## src/rtl/dlp_pkg.sv

```systemverilog
// Shared constants, types and helpers for the decimal list parser.
package dlp_pkg;

  localparam int WORD_BITS_DEF = 24;

  localparam logic [7:0] CHAR_PLUS  = 8'h2B;
  localparam logic [7:0] CHAR_MINUS = 8'h2D;
  localparam logic [7:0] CHAR_COMMA = 8'h2C;
  localparam logic [7:0] CHAR_ZERO  = 8'h30;
  localparam logic [7:0] CHAR_NINE  = 8'h39;
  localparam logic [7:0] CHAR_SPACE = 8'h20;
  localparam logic [7:0] CHAR_TAB   = 8'h09;
  localparam logic [7:0] CHAR_CR    = 8'h0D;

  localparam logic [7:0] COUNT_MAX = 8'hFF;

  typedef enum logic [2:0] {
    ERR_NONE  = 3'd0,
    ERR_COMMA = 3'd1,
    ERR_EMPTY = 3'd2,
    ERR_RANGE = 3'd3,
    ERR_CHAR  = 3'd4
  } err_code_t;

  // Everything of a result but the value itself.
  typedef struct packed {
    logic       value_valid;
    err_code_t  error_code;
    logic       line_done;
    logic [7:0] value_count;
  } res_meta_t;

  // Space, tab, newline, vertical tab, form feed, carriage return.
  function automatic logic is_blank(input logic [7:0] c);
    return (c == CHAR_SPACE) || ((c >= CHAR_TAB) && (c <= CHAR_CR));
  endfunction

  function automatic logic [7:0] count_inc(input logic [7:0] c);
    return (c == COUNT_MAX) ? c : c + 8'd1;
  endfunction

endpackage

```

## src/rtl/dlp_char_if.sv

```systemverilog
// Valid/ready channel that carries one line character per request.
interface dlp_char_if;
  logic       valid;
  logic       ready;
  logic [7:0] char_code;
  logic       line_last;

  modport source (output valid, char_code, line_last, input ready);
  modport sink   (input valid, char_code, line_last, output ready);
endinterface

```

## src/rtl/dlp_result_if.sv

```systemverilog
// Valid/ready channel that carries one parse result per request.
interface dlp_result_if #(
  parameter int WORD_BITS = dlp_pkg::WORD_BITS_DEF
);
  logic                        valid;
  logic                        ready;
  logic signed [WORD_BITS-1:0] value;
  logic                        value_valid;
  logic [2:0]                  error_code;
  logic                        line_done;
  logic [7:0]                  value_count;

  modport source (output valid, value, value_valid, error_code, line_done, value_count,
                  input ready);
  modport sink   (input valid, value, value_valid, error_code, line_done, value_count,
                  output ready);
endinterface

```

## src/rtl/decimal_list_parser_top.sv

```systemverilog
// Top level of the comma-separated signed decimal list parser.
//
// Usage: feed the characters of one line on "chars", one per request, with
// line_last set on the final character. Each parsed value comes out on
// "results" at its comma or at the line end; the last result of a line has
// line_done set and is either a value or the first error of the line.
// After an error, characters are dropped until the line end.
//
// Throughput: one character per cycle. A character causes zero, one or two
// results; two only come from a comma that ends a line, which always follows
// a character with none, so while the receiver keeps ready high the queue
// never passes two entries and intake never slows.
// Path: an accepted character waits in the input register, then its parse step
// writes its results into the result queue, from which they are offered.
//
// Stalls: when the receiver holds ready low, results wait in a four-entry
// queue; the input register stops taking characters once fewer than two
// queue entries are free. Nothing is dropped or repeated.
// Reset (rst, synchronous): clears the parse state, the input register and
// the queue; the next character starts a fresh line.
module decimal_list_parser_top #(
  parameter int WORD_BITS = dlp_pkg::WORD_BITS_DEF
) (
  input  logic         clk,
  input  logic         rst,
  dlp_char_if.sink     chars,
  dlp_result_if.source results
);
  import dlp_pkg::*;

  logic [1:0]           push_cnt;
  logic [WORD_BITS-1:0] value0;
  logic [WORD_BITS-1:0] value1;
  res_meta_t            meta0;
  res_meta_t            meta1;
  logic                 room;

  // parse one character per cycle, hold it when the queue is short of room
  dlp_parse_core #(
    .WORD_BITS (WORD_BITS)
  ) u_core (
    .clk      (clk),
    .rst      (rst),
    .chars    (chars),
    .room     (room),
    .push_cnt (push_cnt),
    .value0   (value0),
    .value1   (value1),
    .meta0    (meta0),
    .meta1    (meta1)
  );

  // queue results toward the receiver
  dlp_result_fifo #(
    .WORD_BITS (WORD_BITS)
  ) u_fifo (
    .clk      (clk),
    .rst      (rst),
    .push_cnt (push_cnt),
    .value0   (value0),
    .value1   (value1),
    .meta0    (meta0),
    .meta1    (meta1),
    .room     (room),
    .results  (results)
  );

endmodule

```

## src/rtl/dlp_parse_core.sv

```systemverilog
// Input register, token state and the per-character parse step.
module dlp_parse_core #(
  parameter int WORD_BITS = dlp_pkg::WORD_BITS_DEF
) (
  input  logic                  clk,
  input  logic                  rst,
  dlp_char_if.sink              chars,
  input  logic                  room,
  output logic [1:0]            push_cnt,
  output logic [WORD_BITS-1:0]  value0,
  output logic [WORD_BITS-1:0]  value1,
  output dlp_pkg::res_meta_t    meta0,
  output dlp_pkg::res_meta_t    meta1
);
  import dlp_pkg::*;

  localparam int PROD_BITS = WORD_BITS + 4;
  localparam logic [WORD_BITS-1:0] MAG_SAT   = {1'b1, {(WORD_BITS-1){1'b0}}};
  localparam logic [WORD_BITS-1:0] MAG_LIMIT = {1'b0, {(WORD_BITS-1){1'b1}}};

  // input register
  logic       in_valid;
  logic [7:0] in_char;
  logic       in_last;
  logic       fire;

  // parse state
  logic [WORD_BITS-1:0] mag;
  logic                 neg;
  logic                 tok_started;
  logic                 expect_comma;
  logic                 error_seen;
  logic [7:0]           cnt;

  // state after the character, before the line end is applied
  logic [WORD_BITS-1:0] mag_step;
  logic                 neg_step;
  logic                 tok_step;
  logic                 ec_step;
  logic [7:0]           cnt_step;
  logic                 comma_ok;
  err_code_t            char_err;

  logic                 is_digit;
  logic [3:0]           digit;
  logic [PROD_BITS-1:0] prod;
  logic [WORD_BITS-1:0] mag_acc;
  logic                 close_ok;
  err_code_t            close_err;
  err_code_t            final_err;
  logic                 tail_valid;
  logic                 emit_comma;
  logic [WORD_BITS-1:0] comma_value;
  logic [WORD_BITS-1:0] close_value;
  logic [WORD_BITS-1:0] tail_value;
  res_meta_t            comma_meta;
  res_meta_t            tail_meta;

  assign fire        = in_valid && room;
  assign chars.ready = !in_valid || fire;

  always_ff @(posedge clk) begin
    if (rst) begin
      in_valid <= 1'b0;
    end else if (chars.ready) begin
      in_valid <= chars.valid;
    end
  end

  always_ff @(posedge clk) begin
    if (chars.valid && chars.ready) begin
      in_char <= chars.char_code;
      in_last <= chars.line_last;
    end
  end

  // magnitude * 10 + digit, saturated just above the legal range
  assign is_digit = (in_char >= CHAR_ZERO) && (in_char <= CHAR_NINE);
  assign digit    = in_char[3:0];
  assign prod     = ({4'b0, mag} << 3) + ({4'b0, mag} << 1) + PROD_BITS'(digit);
  assign mag_acc  = (prod > {4'b0, MAG_SAT}) ? MAG_SAT : prod[WORD_BITS-1:0];

  always_comb begin
    mag_step = mag;
    neg_step = neg;
    tok_step = tok_started;
    ec_step  = expect_comma;
    cnt_step = cnt;
    comma_ok = 1'b0;
    char_err = ERR_NONE;
    priority if (!tok_started && is_blank(in_char)) begin
      ec_step = expect_comma;
    end else if (!tok_started && ((in_char == CHAR_MINUS) || (in_char == CHAR_PLUS))) begin
      neg_step = (in_char == CHAR_MINUS);
      tok_step = 1'b1;
    end else if (is_digit) begin
      if (expect_comma) begin
        char_err = ERR_COMMA;
      end else begin
        mag_step = mag_acc;
        tok_step = 1'b1;
      end
    end else if (is_blank(in_char)) begin
      ec_step = 1'b1;
    end else if (in_char == CHAR_COMMA) begin
      if (!tok_started) begin
        char_err = ERR_EMPTY;
      end else if (mag > MAG_LIMIT) begin
        char_err = ERR_RANGE;
      end else begin
        comma_ok = 1'b1;
        cnt_step = count_inc(cnt);
        mag_step = '0;
        neg_step = 1'b0;
        tok_step = 1'b0;
        ec_step  = 1'b0;
      end
    end else begin
      char_err = ERR_CHAR;
    end
  end

  // close the token at the line end
  assign close_ok  = tok_step && (mag_step <= MAG_LIMIT);
  assign close_err = tok_step ? ERR_RANGE : ERR_EMPTY;
  assign final_err = (char_err != ERR_NONE) ? char_err
                   : ((in_last && !close_ok) ? close_err : ERR_NONE);

  assign tail_valid  = !error_seen && ((final_err != ERR_NONE) || in_last);
  assign emit_comma  = !error_seen && comma_ok;

  assign comma_value = neg ? (~mag + WORD_BITS'(1)) : mag;
  assign close_value = neg_step ? (~mag_step + WORD_BITS'(1)) : mag_step;

  always_comb begin
    comma_meta.value_valid = 1'b1;
    comma_meta.error_code  = ERR_NONE;
    comma_meta.line_done   = 1'b0;
    comma_meta.value_count = cnt_step;
    tail_meta.line_done    = 1'b1;
    if (final_err != ERR_NONE) begin
      tail_value             = '0;
      tail_meta.value_valid  = 1'b0;
      tail_meta.error_code   = final_err;
      tail_meta.value_count  = cnt_step;
    end else begin
      tail_value             = close_value;
      tail_meta.value_valid  = 1'b1;
      tail_meta.error_code   = ERR_NONE;
      tail_meta.value_count  = count_inc(cnt_step);
    end
  end

  always_comb begin
    value1 = tail_value;
    meta1  = tail_meta;
    if (emit_comma) begin
      value0 = comma_value;
      meta0  = comma_meta;
    end else begin
      value0 = tail_value;
      meta0  = tail_meta;
    end
    if (!fire) begin
      push_cnt = 2'd0;
    end else begin
      push_cnt = {1'b0, emit_comma} + {1'b0, tail_valid};
    end
  end

  always_ff @(posedge clk) begin
    if (rst) begin
      mag          <= '0;
      neg          <= 1'b0;
      tok_started  <= 1'b0;
      expect_comma <= 1'b0;
      error_seen   <= 1'b0;
      cnt          <= '0;
    end else if (fire) begin
      if (in_last) begin
        // any line end clears everything for the next line
        mag          <= '0;
        neg          <= 1'b0;
        tok_started  <= 1'b0;
        expect_comma <= 1'b0;
        error_seen   <= 1'b0;
        cnt          <= '0;
      end else if (!error_seen) begin
        if (final_err != ERR_NONE) begin
          error_seen <= 1'b1;
        end else begin
          mag          <= mag_step;
          neg          <= neg_step;
          tok_started  <= tok_step;
          expect_comma <= ec_step;
          cnt          <= cnt_step;
        end
      end
    end
  end

endmodule

```

## src/rtl/dlp_result_fifo.sv

```systemverilog
// Four-entry result queue that takes up to two results per cycle.
module dlp_result_fifo #(
  parameter int WORD_BITS = dlp_pkg::WORD_BITS_DEF
) (
  input  logic                  clk,
  input  logic                  rst,
  input  logic [1:0]            push_cnt,
  input  logic [WORD_BITS-1:0]  value0,
  input  logic [WORD_BITS-1:0]  value1,
  input  dlp_pkg::res_meta_t    meta0,
  input  dlp_pkg::res_meta_t    meta1,
  output logic                  room,
  dlp_result_if.source          results
);
  import dlp_pkg::*;

  localparam int DEPTH = 4;

  logic [WORD_BITS-1:0] val_mem  [DEPTH];
  res_meta_t            meta_mem [DEPTH];
  logic [1:0]           wr_ptr;
  logic [1:0]           rd_ptr;
  logic [2:0]           level;
  logic                 pop;

  assign pop           = results.valid && results.ready;
  assign results.valid = (level != 3'd0);
  // room for the worst case of two results from one character
  assign room          = (level <= 3'(DEPTH - 2));

  always_ff @(posedge clk) begin
    if (push_cnt != 2'd0) begin
      val_mem[wr_ptr]  <= value0;
      meta_mem[wr_ptr] <= meta0;
    end
    if (push_cnt == 2'd2) begin
      val_mem[wr_ptr + 2'd1]  <= value1;
      meta_mem[wr_ptr + 2'd1] <= meta1;
    end
  end

  always_ff @(posedge clk) begin
    if (rst) begin
      wr_ptr <= '0;
      rd_ptr <= '0;
      level  <= '0;
    end else begin
      wr_ptr <= wr_ptr + push_cnt;
      rd_ptr <= rd_ptr + {1'b0, pop};
      level  <= level + {1'b0, push_cnt} - {2'b0, pop};
    end
  end

  assign results.value       = val_mem[rd_ptr];
  assign results.value_valid = meta_mem[rd_ptr].value_valid;
  assign results.error_code  = meta_mem[rd_ptr].error_code;
  assign results.line_done   = meta_mem[rd_ptr].line_done;
  assign results.value_count = meta_mem[rd_ptr].value_count;

endmodule

```

## src/flat_wrapper.sv

```systemverilog
// flat-port wrapper written by rule: the top's interface ports become plain ports
module decimal_list_parser_top_flat import dlp_pkg::*;
#(
  parameter int WORD_BITS = dlp_pkg::WORD_BITS_DEF
)
  (clk, rst, chars_valid, chars_char_code, chars_line_last, chars_ready, results_valid, results_value, results_value_valid, results_error_code, results_line_done, results_value_count, results_ready);
  dlp_char_if chars_i ();
  dlp_result_if #(.WORD_BITS(WORD_BITS)) results_i ();
  input  logic clk;
  input  logic rst;
  input wire logic [$bits(chars_i.valid)-1:0] chars_valid;
  input wire logic [$bits(chars_i.char_code)-1:0] chars_char_code;
  input wire logic [$bits(chars_i.line_last)-1:0] chars_line_last;
  output wire logic [$bits(chars_i.ready)-1:0] chars_ready;
  output wire logic [$bits(results_i.valid)-1:0] results_valid;
  output wire logic [$bits(results_i.value)-1:0] results_value;
  output wire logic [$bits(results_i.value_valid)-1:0] results_value_valid;
  output wire logic [$bits(results_i.error_code)-1:0] results_error_code;
  output wire logic [$bits(results_i.line_done)-1:0] results_line_done;
  output wire logic [$bits(results_i.value_count)-1:0] results_value_count;
  input wire logic [$bits(results_i.ready)-1:0] results_ready;
  assign chars_i.valid = chars_valid;
  assign chars_i.char_code = chars_char_code;
  assign chars_i.line_last = chars_line_last;
  assign chars_ready = chars_i.ready;
  assign results_valid = results_i.valid;
  assign results_value = results_i.value;
  assign results_value_valid = results_i.value_valid;
  assign results_error_code = results_i.error_code;
  assign results_line_done = results_i.line_done;
  assign results_value_count = results_i.value_count;
  assign results_i.ready = results_ready;
  decimal_list_parser_top #(.WORD_BITS(WORD_BITS)) u_core (.clk(clk), .rst(rst), .chars(chars_i), .results(results_i));
endmodule
```

## config.mk

```make
export PLATFORM = sky130hd
export DESIGN_NAME = decimal_list_parser_top_flat
export DESIGN_NICKNAME = d
export VERILOG_FILES = /design/src/rtl/dlp_pkg.sv /design/src/rtl/dlp_char_if.sv /design/src/rtl/dlp_result_if.sv /design/src/rtl/decimal_list_parser_top.sv /design/src/rtl/dlp_parse_core.sv /design/src/rtl/dlp_result_fifo.sv /design/src/flat_wrapper.sv
export SDC_FILE = /design/constraint.sdc
export NUM_CORES = 1
export LEC_CHECK = 0
export ABC_AREA = 1
export BUFFER_PORTS_ARGS = -buffer_cell sky130_fd_sc_hd__buf_2
export CAP_MARGIN = 20
export CORE_ASPECT_RATIO = 1.75
export CORE_MARGIN = 8
export CORE_UTILIZATION = 60
export CTS_CLUSTER_DIAMETER = 100
export DETAILED_ROUTE_END_ITERATION = 10
export PLACE_DENSITY = 0.84
export RECOVER_POWER = 25
export SLEW_MARGIN = 15
export SYNTH_ARGS = -nofsm -noshare
export SYNTH_HDL_FRONTEND = slang
export SYNTH_HIERARCHICAL = 1
export SYNTH_SLANG_ARGS = --single-unit
```

## constraint.sdc

```tcl
create_clock -name clk -period 9.9 [get_ports clk]
set_clock_uncertainty 0.15 [all_clocks]
set_input_delay 1.98 -clock clk [delete_from_list [all_inputs] [get_ports clk]]
set_output_delay 1.98 -clock clk [all_outputs]
set_load 0.02 [all_outputs]
```

==> metrics.csv, run 1 <==
stage,metric,value,unit
drt,dr.max_layer_used,met4,
run,drv_cap,2,
power,ir_worst_vdd,106.5,uV
min_path,hp-class,flop to flop,
floorplan,start_util,61.06,%
yosys,synth-main-ff-cell,edfxtp_1,
finish,nNetsFinal,2106,
place,dp_hpwl,30030,um
power,combPwrFrac,24.4,%
timing,rsz0062_at_grt,no,
floorplan,core_region_area,24020,um^2
clocking,cts-resized-gates,0,
drt,routed_wl,40600,um
yosys,ys_ff_latch,201,
run_status,violations,"max-capacitance violations, max-slew violations",
drt,drc,0,
finish,fill_cells,2136,
drt,drtIter0Drc,1319,
power,powerDensity,147.4,nW/um^2
timing,timing.fmax,127.5,MHz
finish,final_cell_mix,"556 x nand2_1, 259 x inv_1, 207 x nor2_1",
timing,tightestPinTransition,3.224,ns
timing,fin_crit,7.846,ns
clocking,postCtsHoldBufs,0,
clocking,cts_setup_buffers,0,
clocking,clock_sinks,201,
global_routing,antenna_found_initial,0,
clocking,cts_tree,yes,
power,power.switching,770.8,uW
global_routing,grt_pass1_vias,13170,
timing,tns,0,ns
place,place.gp.congestion,0.9878,
clocking,h-tree-depth,1,
clocking,path_clk_slew,0.07,ns
floorplan,fp.dieH,222.8,um
finish,antenna_cells,0,
yosys,synth_nets,2104,
floorplan,die_area,29900,um^2
yosys,yosys_warnings,6,
run_status,status,finished with violations,
drt,wl_met2,21370,um
setup_path,cp_common_cell,clkbuf_1,
setup_path,cp.arrival,5.72,ns
drt,dr_wl_met3,2187,um
power,power_frac_clock,32.7,%
drt,ant_nets,0,
floorplan,ioPinCount,52,
finish,drive_gt1_share,6.986,%
clocking,numCtsBuffers,19,
setup_path,cp.required,7.77,ns
global_routing,overflow,0,
yosys,synthCells,2032,
clocking,clock_path_buffers,3,
setup_path,crit_type,flop to primary output,
setup_path,cpPeakStageDelay,2.24,ns
yosys,synth.distinct_cells,49,
global_routing,grt_usage,26.77,%
timing,slew_headroom,-114.9,%
timing,hold_viol,0,
drt,viasPerCell,5.801,
drt,first_pass_iters,8,
timing,setup_viol,0,
power,leakagePower,6.529,nW
floorplan,rows,75,
yosys,synth_area,14670,um^2
power,swShare,33.66,%
drt,met1_length,14450,um
drt,vias,13660,
power,internal-power,1.519,mW
yosys,synth_edf_count,157,
setup_path,cp_max_fo,78,
timing,slew_violations,154,
floorplan,die_w,134.2,um
yosys,avgSynthCellArea,7.218,um^2
global_routing,grt_first_pass_wirelength,64960,um
power,p_seq_share,42.8,%
setup_path,end_kind,primary output,
setup_path,reg2reg_depth,29,
min_path,hold_path_depth,2,
place,io_buffers,51,
clocking,cts-root-buf,clkbuf_16,
timing,period_share,79.25,%
finish,area_growth_syn_to_layout,5.903,%
clocking,clock_latency,0.51,ns
finish,layout_commonest_cell,nand2_1,
global_routing,grt_max_degree,79,
finish,final_core_util,64.66,%
setup_path,crit_chain,"clkbuf_1, clkinv_1, clkbuf_1, o21ai_0, o22ai_1, clkbuf_1",
drt,wl_per_cell,17.24,um
yosys,ys_async_sr_fraction,0,%
yosys,ys_seq_area_share,38.15,%
setup_path,cp-start-kind,flop,
setup_path,cp_slowest_cell,clkbuf_1,
[synthesized netlist by cell type (2+ instances only)]
master,number,area [um^2]
a211oi_1,3,22.52
a21o_1,2,15.01
a21oi_1,57,285.3
and3_1,2,12.51
buf_2,17,85.08
buf_4,6,45.04
buf_6,22,247.7
clkbuf_1,40,150.1
clkbuf_2,2,10.01
dfxtp_1,44,880.8
edfxtp_1,157,4715
fa_1,3,60.06
ha_1,56,700.7
inv_1,259,972.2
inv_2,9,33.78
nand2_1,555,2083
nand2_2,5,31.28
nand3_1,90,450.4
nand3_2,6,60.06
nand3b_1,6,45.04
nand4_1,22,137.6
nor2_1,207,777.0
nor2_4,4,45.04
nor3_1,24,120.1
nor3_4,2,32.53
nor4_1,2,12.51
o211ai_1,7,52.55
o21ai_0,193,965.9
o21ai_1,75,375.4
o21ai_2,45,394.1
o21bai_1,3,22.52
o22ai_1,45,281.5
o31ai_1,6,45.04
or2_2,3,18.77
xnor2_1,5,43.79
xor2_1,34,297.8
xor2_2,2,32.53
[critical path, delay by kind of cell, from the launching register on]
family                 cells  cell delay, ns
flip-flops                 1            0.31
AO/OA/AOI/OAI              2            0.92
buffers and inverters      4            3.89
[routing by layer]
metal	track usage (%)	up-vias
met2	50.04	538
met1	27.64	6279
met4	17.18	0
met3	2.350	148
li1	-	6697
met5	0	-
[layout make-up]
type | count | area, um^2 | share of cell area (%)
clock buffers | 20 | 479.2 | 3.085
repair buffers | 68 | 325.3 | 2.094
flip-flops and latches | 201 | 5597 | 36.03
inverters | 269 | 1010 | 6.500
multi-input cells | 1475 | 7582 | 48.81
well taps | 308 | 385.4 | 2.481
clock inverters | 14 | 155.1 | 0.9988
[cells by family (layout without fill, tap and decap cells)]
kind of cell,count (synthesis),after routing,share of synthesized area (%)
compound gates,442,442,17.09
xor+xnor,41,41,2.551
fa+ha+maj,59,59,5.186
buf+inv,356,371,10.55
flops,201,201,38.15
other cells,1,1,0.02557
simple gates,932,932,26.44
[power groups by stage]
stage	Clock, mW	Combinational [mW]	Sequential (mW)
detailed placement	0	0.572	0.998
floorplan	0	0.407	0.993
global placement	0	0.559	0.997
CTS	0.758	0.574	0.980
finish	0.749	0.559	0.981
global route	0.785	0.614	0.984
[worst paths after layout]
kind                                  from                           end  slack (ns)
setup / recovery   u_core/u_fifo/rd_ptr[0]              results_value[8]        2.05
hold / removal        u_core/u_core/cnt[4]          u_core/u_core/cnt[4]        0.38
setup reg to reg  u_core/u_core/in_char[3]  u_core/u_fifo/val_mem[3][23]        3.39
hold reg to reg       u_core/u_core/cnt[4]          u_core/u_core/cnt[4]        0.38
[flip-flops by register name (all words and copies together), names as in the netlist]
name                        cells
u_core/u_core/mag              24
u_core/u_core/neg               1
u_core/u_fifo/meta_mem         52
u_core/u_core/in_valid          1
u_core/u_fifo/val_mem          96
u_core/u_core/cnt               8
u_core/u_core/in_char           8
u_core/u_core/error_seen        1
u_core/u_fifo/wr_ptr            2
u_core/u_core/in_last           1
u_core/u_fifo/rd_ptr            2
u_core/u_core/expect_comma      1
u_core/u_core/tok_started       1
u_core/u_fifo/level             3
[per-stage QoR]
step | total power, mW | std cells | hold slack [ns] | setup WS (ns) | cell area (um^2)
after global routing | 2.384 | 2355 | 0.3911 | 1.711 | 15530
after detailed placement | 1.570 | 2321 | 0.3654 | 3.646 | 14960
after global placement | 1.555 | 2321 | 0.3561 | 3.775 | 14960
after floorplan | 1.400 | 2032 | 0.3240 | 2.500 | 14670
final | 2.290 | 2355 | 0.3798 | 2.054 | 15530
after CTS | 2.312 | 2355 | 0.3798 | 3.593 | 15590
Power figures use the tool's default switching activity.
==> run 2: changes to the inputs <==
--- a/config.mk
+++ b/config.mk
@@ -5,7 +5,7 @@
 export SDC_FILE = /design/constraint.sdc
 export NUM_CORES = 1
 export LEC_CHECK = 0
-export ABC_AREA = 1
+export ABC_AREA = 0
 export BUFFER_PORTS_ARGS = -buffer_cell sky130_fd_sc_hd__buf_2
 export CAP_MARGIN = 20
 export CORE_ASPECT_RATIO = 1.75
==> constraint.sdc (replaced) <==
create_clock -name clk -period 8.1 [get_ports clk]
set_clock_uncertainty 0.15 [all_clocks]
set_input_delay 1.62 -clock clk [delete_from_list [all_inputs] [get_ports clk]]
set_output_delay 1.62 -clock clk [all_outputs]
set_load 0.02 [all_outputs]
==> run 2 against run 1 <==
Net effect:
- the flow still finishes with violations (max-capacitance violations, max-slew violations)
- sequential cell count stayed put
- die area shrank 0.49%
- sequential power grew 22%
- utilization down 0.21 points
- synthesized area is 0.55% lower
- routed wire length decreased by 4.8%
- clock-buffer cell count increased by 5
- hold slack lost 0.019 ns
- cell count decreased by 30%
==> metrics.csv, run 2 <==
stage,metric,value,unit,change
setup_path,crit_type,flop to flop,,was flop to primary output
clocking,cts-resized-gates,0,,unchanged
drt,drc,0,,unchanged
finish,final_core_util,64.45,%,was 64.66%
drt,ant_nets,0,,unchanged
clocking,cts_setup_buffers,0,,unchanged
yosys,ys_async_sr_fraction,0,%,unchanged
clocking,clock_sinks,201,,unchanged
finish,area_growth_syn_to_layout,5.729,%,was 5.903%
clocking,numCtsBuffers,18,,was 19
run_status,violations,"max-capacitance violations, max-slew violations",,unchanged
yosys,synthAdderAreaFrac,5.215,%,was 5.186%
timing,slew_headroom,-133.4,%,was -114.9%
yosys,synth_mux_area_share,19.51,%,was 0%
run_status,status,finished with violations,,unchanged
timing,slew_violations,111,,was 154
global_routing,antenna_found_initial,0,,unchanged
clocking,h-tree-depth,1,,unchanged
floorplan,die_area,29760,um^2,was 29900 um^2
yosys,synthCells,1318,,was 2032
drt,routed_wl,38640,um,was 40600 um
yosys,synth_nets,1390,,was 2104
setup_path,cp_max_fo,8,,was 78
timing,tightestPinTransition,3.501,ns,was 3.224 ns
yosys,synth_area,14590,um^2,was 14670 um^2
yosys,yosys-top-cells-count,"157 x edfxtp_1, 117 x mux2_2, 107 x nand2_1",,"was 555 x nand2_1, 259 x inv_1, 207 x nor2_1"
timing,hold_viol,0,,unchanged
place,place.gp.congestion,0.9688,,was 0.9878
finish,final_cell_mix,"157 x edfxtp_1, 117 x mux2_2, 107 x nand2_1",,"was 556 x nand2_1, 259 x inv_1, 207 x nor2_1"
drt,viasPerCell,6.866,,was 5.801
finish,nNetsFinal,1394,,was 2106
yosys,synth_edf_count,157,,unchanged
clocking,clock_latency,0.49,ns,was 0.51 ns
floorplan,ioPinCount,52,,unchanged
finish,fin_area,15420,um^2,was 15530 um^2
drt,wl_per_cell,23.53,um,was 17.24 um
yosys,synth_top_area_cell,edfxtp_1,,unchanged
min_path,hp-class,flop to flop,,unchanged
floorplan,start_util,60.96,%,was 61.06%
place,dpl_cell_area,14910,um^2,was 14960 um^2
global_routing,grt_pass1_vias,11630,,was 13170
setup_path,crit_end,u_core/u_fifo/val_mem[0][22],,was results_value[8]
setup_path,cp_slowest_cell,a22oi_1,,was clkbuf_1
drt,first_pass_iters,6,,was 8
yosys,ys_ff_latch,201,,unchanged
setup_path,crit_family,compound AO/OA/AOI/OAI gates,,was buffers and inverters
setup_path,cp-start-kind,flop,,unchanged
clocking,path_clk_slew,0.07,ns,about the same
setup_path,cp-startpoint,u_core/u_core/mag[0],,was u_core/u_fifo/rd_ptr[0]
floorplan,fp.dieH,222.3,um,was 222.8 um
setup_path,cp.required,8.18,ns,was 7.77 ns
clocking,postCtsHoldBufs,0,,unchanged
floorplan,die_w,133.9,um,was 134.2 um
yosys,synth-main-ff-cell,edfxtp_1,,unchanged
yosys,synth_compound_area_share,14.74,%,was 17.09%
run,drv_cap,3,,was 2
floorplan,rows,75,,unchanged
power,leakagePower,5.716,nW,was 6.529 nW
yosys,synth.distinct_cells,112,,was 49
drt,drtIter0Drc,1198,,was 1319
finish,reg.largest.list,"u_core/u_fifo/val_mem x96, u_core/u_fifo/meta_mem x52, u_core/u_core/mag x24",,unchanged
global_routing,grt_usage,25.74,%,was 26.77%
clocking,cts_tree,yes,,unchanged
setup_path,crit_chain,"inv_1, fa_1, fa_1, and2b_1, o2111ai_2, a21oi_1, a21oi_1, o311ai_0, and4b_1, a41oi_4, nor4_4, a22o_1, inv_1, ha_1, inv_1, a21oi_1, and3_1, a22oi_1, or2_2, o31a_1, o21ai_0, mux2_2",,"was clkbuf_1, clkinv_1, clkbuf_1, o21ai_0, o22ai_1, clkbuf_1"
place,io_buffers,51,,unchanged
timing,fin_crit,6.997,ns,
timing,period_share,86.38,%,
finish,largest_reg_flops,96,,unchanged
power,ir_worst_vdd,140.5,uV,was 106.5 uV
global_routing,grt_first_pass_wirelength,61720,um,was 64960 um
yosys,synth_top_family_by_area,multiplexers,,was simple AND/OR/NAND/NOR gates
clocking,cts-root-buf,clkbuf_16,,unchanged
yosys,yosys_warnings,6,,unchanged
yosys,synth-simple-area-share,13.79,%,was 26.44%
finish,layout_commonest_cell,edfxtp_1,,was nand2_1
yosys,ys_seq_area_share,38.36,%,was 38.15%
clocking,clock_path_buffers,3,,unchanged
timing,timing.fmax,142.9,MHz,
setup_path,reg2reg_depth,22,,was 29
setup_path,cp.arrival,7.08,ns,was 5.72 ns
setup_path,cpPeakStageDelay,0.57,ns,was 2.24 ns
floorplan,core_region_area,23930,um^2,was 24020 um^2
timing,rsz0062_at_grt,no,,unchanged
setup_path,r2r_start,u_core/u_core/mag[0],,was u_core/u_core/in_char[3]
finish,antenna_cells,0,,unchanged
global_routing,grt_max_degree,47,,was 79
setup_path,cp.buffers_inverters,3,,was 4
finish,drive_gt1_share,22.26,%,was 6.986%
yosys,avgSynthCellArea,11.07,um^2,was 7.218 um^2
setup_path,crit_cells,22,,was 6
setup_path,reg2reg_to,u_core/u_fifo/val_mem[0][22],,was u_core/u_fifo/val_mem[3][23]
setup_path,end_kind,flop,,was primary output
place,dp_hpwl,27310,um,was 30030 um
timing,whs,0.3612,ns,was 0.3798 ns
yosys,synth_top_cell_area_share,32.32,%,was 32.14%
global_routing,overflow,0,,unchanged
drt,vias,11270,,was 13660
setup_path,rrSetupSlack,1.10,ns,was 3.39 ns
yosys,synth_area_leaders,"edfxtp_1 32%, mux2_2 9.0%, dfxtp_1 6.0%",,"was edfxtp_1 32%, nand2_1 14%, inv_1 6.6%"
timing,setup_viol,0,,unchanged
yosys,synth_most_common_cell,edfxtp_1,,was nand2_1
timing,tns,0,ns,unchanged
finish,regMostFlops,u_core/u_fifo/val_mem,,unchanged
yosys,synthXorXnorAreaFrac,4.100,%,was 2.551%
power,powerDensity,168.0,nW/um^2,was 147.4 nW/um^2
## run 2: changes by cell type in the layout (fill, tap and decap cells not counted), moves of 25 or more
cell and delta:
nand3_1 -57, mux4_2 +37, mux2_2 +117, o21ai_2 -44
mux2_4 +35, o22ai_1 -31, inv_1 -234, nand2_1 -449
o21ai_0 -138, o21ai_1 -65, xnor2_1 +25, nor2_1 -126
## run 2: report_power, final
part           switching (mW)  internal (mW)  leakage, nW
logic                   0.317          0.208         3.68
clock network           0.383          0.485        0.289
registers              0.0305           1.17         1.75
total                   0.730           1.86         5.72
## run 2: through the flow
step                std cells  worst slack [ns]  power (mW)
floorplan                1318             2.113       1.597
CTS                      1642             1.181       2.614
detailed placement       1610             1.237       1.758
global route             1642            0.7136       2.678
finish                   1642             1.103       2.591
global placement         1610             1.417       1.745
## run 2: worst min-delay path by stage
stage                               startpoint                    to  cells after the start
final                     u_core/u_core/cnt[5]  u_core/u_core/cnt[5]                      2
after global routing      u_core/u_core/cnt[5]  u_core/u_core/cnt[5]                      2
after CTS                 u_core/u_core/cnt[5]  u_core/u_core/cnt[5]                      2
after detailed placement  u_core/u_core/cnt[4]  u_core/u_core/cnt[4]                      2
after global placement    u_core/u_core/cnt[5]  u_core/u_core/cnt[5]                      2
after floorplan           u_core/u_core/cnt[5]  u_core/u_core/cnt[5]                      2
## run 2: cell families after synthesis
| kind of cell | after synthesis |
|---|---|
| xor+xnor | 65 |
| fa+ha+maj | 59 |
| other cells | 1 |
| flops | 201 |
| buf+inv | 111 |
| compound gates | 292 |
| mux | 206 |
| simple gates | 383 |
## run 2: worst register-to-register path, stage by stage (launching register included)
cell	delay, ns
dfxtp_1	0.48
inv_1	0.14
fa_1	0.51
fa_1	0.46
and2b_1	0.24
o2111ai_2	0.21
a21oi_1	0.27
a21oi_1	0.13
o311ai_0	0.52
and4b_1	0.38
a41oi_4	0.22
nor4_4	0.56
a22o_1	0.26
inv_1	0.07
ha_1	0.23
inv_1	0.08
a21oi_1	0.06
and3_1	0.21
a22oi_1	0.57
or2_2	0.29
o31a_1	0.15
o21ai_0	0.19
mux2_2	0.34
## run 2: cell type report
type                    instances  area, um^2
fillers                      1832        8506
multi-input cells            1006        8424
flip-flops and latches        201        5597
clock buffers                  25       518.0
well taps                     308       385.4
repair buffers                 69       330.3
inverters                      26       97.59
clock inverters                 7       71.32
## run 2: metal layers
layer | wire (um) | share of wire (%) | global-route usage, % | vias to the layer above
met2 | 19910 | 52 | 45.80 | 543
li1 | - | - | - | 5097
met5 | 0 | 0 | 0 | -
met4 | 2147 | 5.6 | 15.69 | 0
met1 | 14200 | 37 | 28.60 | 5509
met3 | 2377 | 6.2 | 2.982 | 125
==> run 3: changes to the inputs <==
--- a/config.mk
+++ b/config.mk
@@ -8,7 +8,7 @@
 export ABC_AREA = 0
 export BUFFER_PORTS_ARGS = -buffer_cell sky130_fd_sc_hd__buf_2
 export CAP_MARGIN = 20
-export CORE_ASPECT_RATIO = 1.75
+export CORE_ASPECT_RATIO = 1.25
 export CORE_MARGIN = 8
 export CORE_UTILIZATION = 60
 export CTS_CLUSTER_DIAMETER = 100
==> run 3 against run 2 <==
Net effect:
- combinational power fell by 2%
- clock-buffer cell count fell by 2
- largest power group unchanged
- the run still ends with max-capacitance violations, max-slew violations left
- worst setup slack got worse by 0.13 ns
- sequential cell count did not move
==> metrics.csv, run 3 (synthesis gave the netlist of run 2 again) <==
stage,metric,value,unit,change
place,io_buffers,51,,unchanged
drt,drc,0,,unchanged
setup_path,cp.required,8.19,ns,was 8.18 ns
place,dpl_cell_area,14920,um^2,was 14910 um^2
drt,vias,11160,,was 11270
finish,area_growth_syn_to_layout,6.433,%,was 5.729%
power,combPwrFrac,19.2,%,was 20.3%
drt,viasPerCell,6.688,,was 6.866
global_routing,grt_max_degree,47,,unchanged
setup_path,end_kind,flop,,unchanged
timing,timing.fmax,140.3,MHz,was 142.9 MHz
clocking,cts_setup_buffers,0,,unchanged
drt,ant_nets,0,,unchanged
power,leakagePower,5.739,nW,was 5.716 nW
floorplan,ioPinCount,52,,unchanged
finish,layout_commonest_cell,edfxtp_1,,unchanged
place,place.gp.congestion,0.9439,,was 0.9688
setup_path,cp_max_fo,8,,unchanged
power,power.switching,745.3,uW,was 730.0 uW
timing,fin_ws,0.9716,ns,was 1.103 ns
setup_path,reg2reg_depth,22,,unchanged
clocking,path_clk_slew,0.06,ns,was 0.07 ns
timing,rsz0062_at_grt,no,,unchanged
place,dp_hpwl,25490,um,was 27310 um
clocking,cts_tree,yes,,unchanged
setup_path,cp_common_cell,inv_1,,
run_status,status,finished with violations,,unchanged
floorplan,rows,64,,was 75
power,p_seq_share,45.2,%,was 46.2%
power,powerDensity,171.3,nW/um^2,was 168.0 nW/um^2
floorplan,die_area,29590,um^2,was 29760 um^2
floorplan,die_w,155.5,um,was 133.9 um
setup_path,cp.arrival,7.22,ns,was 7.08 ns
global_routing,grt_first_pass_wirelength,57910,um,was 61720 um
global_routing,overflow,0,,unchanged
global_routing,antenna_found_initial,0,,unchanged
power,power_frac_clock,35.6,%,was 33.5%
timing,slew_violations,154,,was 111
clocking,h-tree-depth,1,,unchanged
power,ir_worst_vdd,152.9,uV,was 140.5 uV
setup_path,cp-startpoint,u_core/u_core/mag[2],,was u_core/u_core/mag[0]
setup_path,cp_slowest_cell,a22oi_1,,unchanged
clocking,cts-resized-gates,0,,unchanged
run,drv_cap,4,,was 3
finish,final_cell_mix,"157 x edfxtp_1, 117 x mux2_2, 107 x nand2_1",,unchanged
drt,drtIter0Drc,987,,was 1198
setup_path,rrSetupSlack,0.97,ns,was 1.10 ns
clocking,clock_sinks,201,,unchanged
drt,first_pass_iters,5,,was 6
floorplan,start_util,60.32,%,was 60.96%
finish,drive_gt1_share,22.55,%,was 22.26%
setup_path,reg2reg_to,u_core/u_fifo/val_mem[0][12],,was u_core/u_fifo/val_mem[0][22]
timing,setup_viol,0,,unchanged
clocking,postCtsHoldBufs,0,,unchanged
drt,wl_per_cell,21.87,um,was 23.53 um
finish,largest_reg_flops,96,,unchanged
finish,fin_cells,1669,,was 1642
place,pre_cts_ws,1.214,ns,was 1.237 ns
timing,slew_headroom,-81.65,%,was -133.4%
global_routing,grt_usage,24.27,%,was 25.74%
global_routing,grt_pass1_vias,11020,,was 11630
timing,period_share,88.01,%,was 86.38%
clocking,clock_latency,0.51,ns,was 0.49 ns
floorplan,fp.dieH,190.3,um,was 222.3 um
finish,fin_area,15530,um^2,was 15420 um^2
timing,whs,0.3436,ns,was 0.3612 ns
finish,nNetsFinal,1396,,was 1394
place,dpl.cell_count,1631,,was 1610
floorplan,core_region_area,24180,um^2,was 23930 um^2
setup_path,crit_chain,"inv_1, fa_1, fa_1, and2b_1, o2111ai_2, a21o_1, a2111oi_0, a211oi_1, nor2_1, a41oi_4, nor4_4, a22o_1, inv_1, ha_1, inv_1, a21oi_1, and3_1, a22oi_1, o31ai_1, xor2_1, o22ai_1, mux2_2",,"was inv_1, fa_1, fa_1, and2b_1, o2111ai_2, a21oi_1, a21oi_1, o311ai_0, and4b_1, a41oi_4, nor4_4, a22o_1, inv_1, ha_1, inv_1, a21oi_1, and3_1, a22oi_1, or2_2, o31a_1, o21ai_0, mux2_2"
setup_path,cpPeakStageDelay,0.67,ns,was 0.57 ns
setup_path,cp-start-kind,flop,,unchanged
setup_path,crit_end,u_core/u_fifo/val_mem[0][12],,was u_core/u_fifo/val_mem[0][22]
clocking,clock_path_buffers,3,,unchanged
timing,hold_viol,0,,unchanged
drt,routed_wl,36500,um,was 38640 um
finish,antenna_cells,0,,unchanged
clocking,cts-root-buf,clkbuf_16,,unchanged
timing,fin_crit,7.128,ns,was 6.997 ns
timing,tightestPinTransition,2.725,ns,was 3.501 ns
setup_path,r2r_start,u_core/u_core/mag[2],,was u_core/u_core/mag[0]
power,internal-power,1.915,mW,was 1.861 mW
power,swShare,28.02,%,was 28.17%
timing,tns,0,ns,unchanged
run_status,violations,"max-capacitance violations, max-slew violations",,unchanged
setup_path,crit_type,flop to flop,,unchanged
min_path,hp-class,flop to flop,,unchanged
finish,regMostFlops,u_core/u_fifo/val_mem,,unchanged
clocking,numCtsBuffers,21,,was 18
finish,reg.largest.list,"u_core/u_fifo/val_mem x96, u_core/u_fifo/meta_mem x52, u_core/u_core/mag x24",,unchanged
==> run 3: worst min-delay path by stage <==
stage	start	end	slack, ns	cells after the start
5_1_grt	u_core/u_core/cnt[5]	u_core/u_core/cnt[5]	0.40	2
6_report	u_core/u_core/cnt[5]	u_core/u_core/cnt[5]	0.34	2
2_1_floorplan	u_core/u_core/cnt[5]	u_core/u_core/cnt[5]	0.32	2
3_5_place_dp	u_core/u_core/cnt[5]	u_core/u_core/cnt[5]	0.34	2
3_3_place_gp	u_core/u_core/cnt[5]	u_core/u_core/cnt[5]	0.33	2
4_1_cts	u_core/u_core/cnt[5]	u_core/u_core/cnt[5]	0.35	2
==> run 3: final cells by class <==
| class | count | area [um^2] |
|---|---|---|
| clock buffer | 23 | 533.0 |
| tap | 330 | 412.9 |
| inverter | 26 | 97.59 |
| clock inverter | 15 | 140.1 |
| timing repair buffer | 68 | 319.1 |
| multi-input combinational | 1006 | 8427 |
| sequential | 201 | 5597 |
| fill | 1817 | 8657 |
==> run 3: per-stage QoR <==
step / power, mW / utilization (%)
floorplan: 1.597 / -
global placement: 1.741 / 61.70
detailed placement: 1.753 / 61.70
CTS: 2.688 / 64.48
global route: 2.754 / 64.20
finish: 2.660 / 64.20
==> run 3: critical path: cells and delay by family, from the launching register on <==
kind | cells | cell delay [ns]
muxes | 1 | 0.34
buffers and inverters | 3 | 0.26
AOI/OAI and AO/OA | 10 | 2.80
DFF | 1 | 0.49
adders and majority gates | 3 | 1.23
xor gates and xnor gates | 1 | 0.25
and+or+nand+nor | 4 | 1.32
==> run 3: power by group through the flow <==
stage	registers [mW]	logic, mW	clock network [mW]
CTS	1.20	0.532	0.955
floorplan	1.21	0.387	0
global placement	1.22	0.523	0
detailed placement	1.22	0.530	0
finish	1.20	0.512	0.947
global route	1.21	0.552	0.996
==> run 3: metal layers <==
metal	global-route usage (%)	wire [um]	vias to the layer above	share of wire [%]
met5	0	0	-	0
met4	11.48	1514	0	4.1
met3	3.515	2604	100	7.1
met2	40.37	17450	487	48
met1	30.72	14930	5478	41
li1	-	-	5098	-
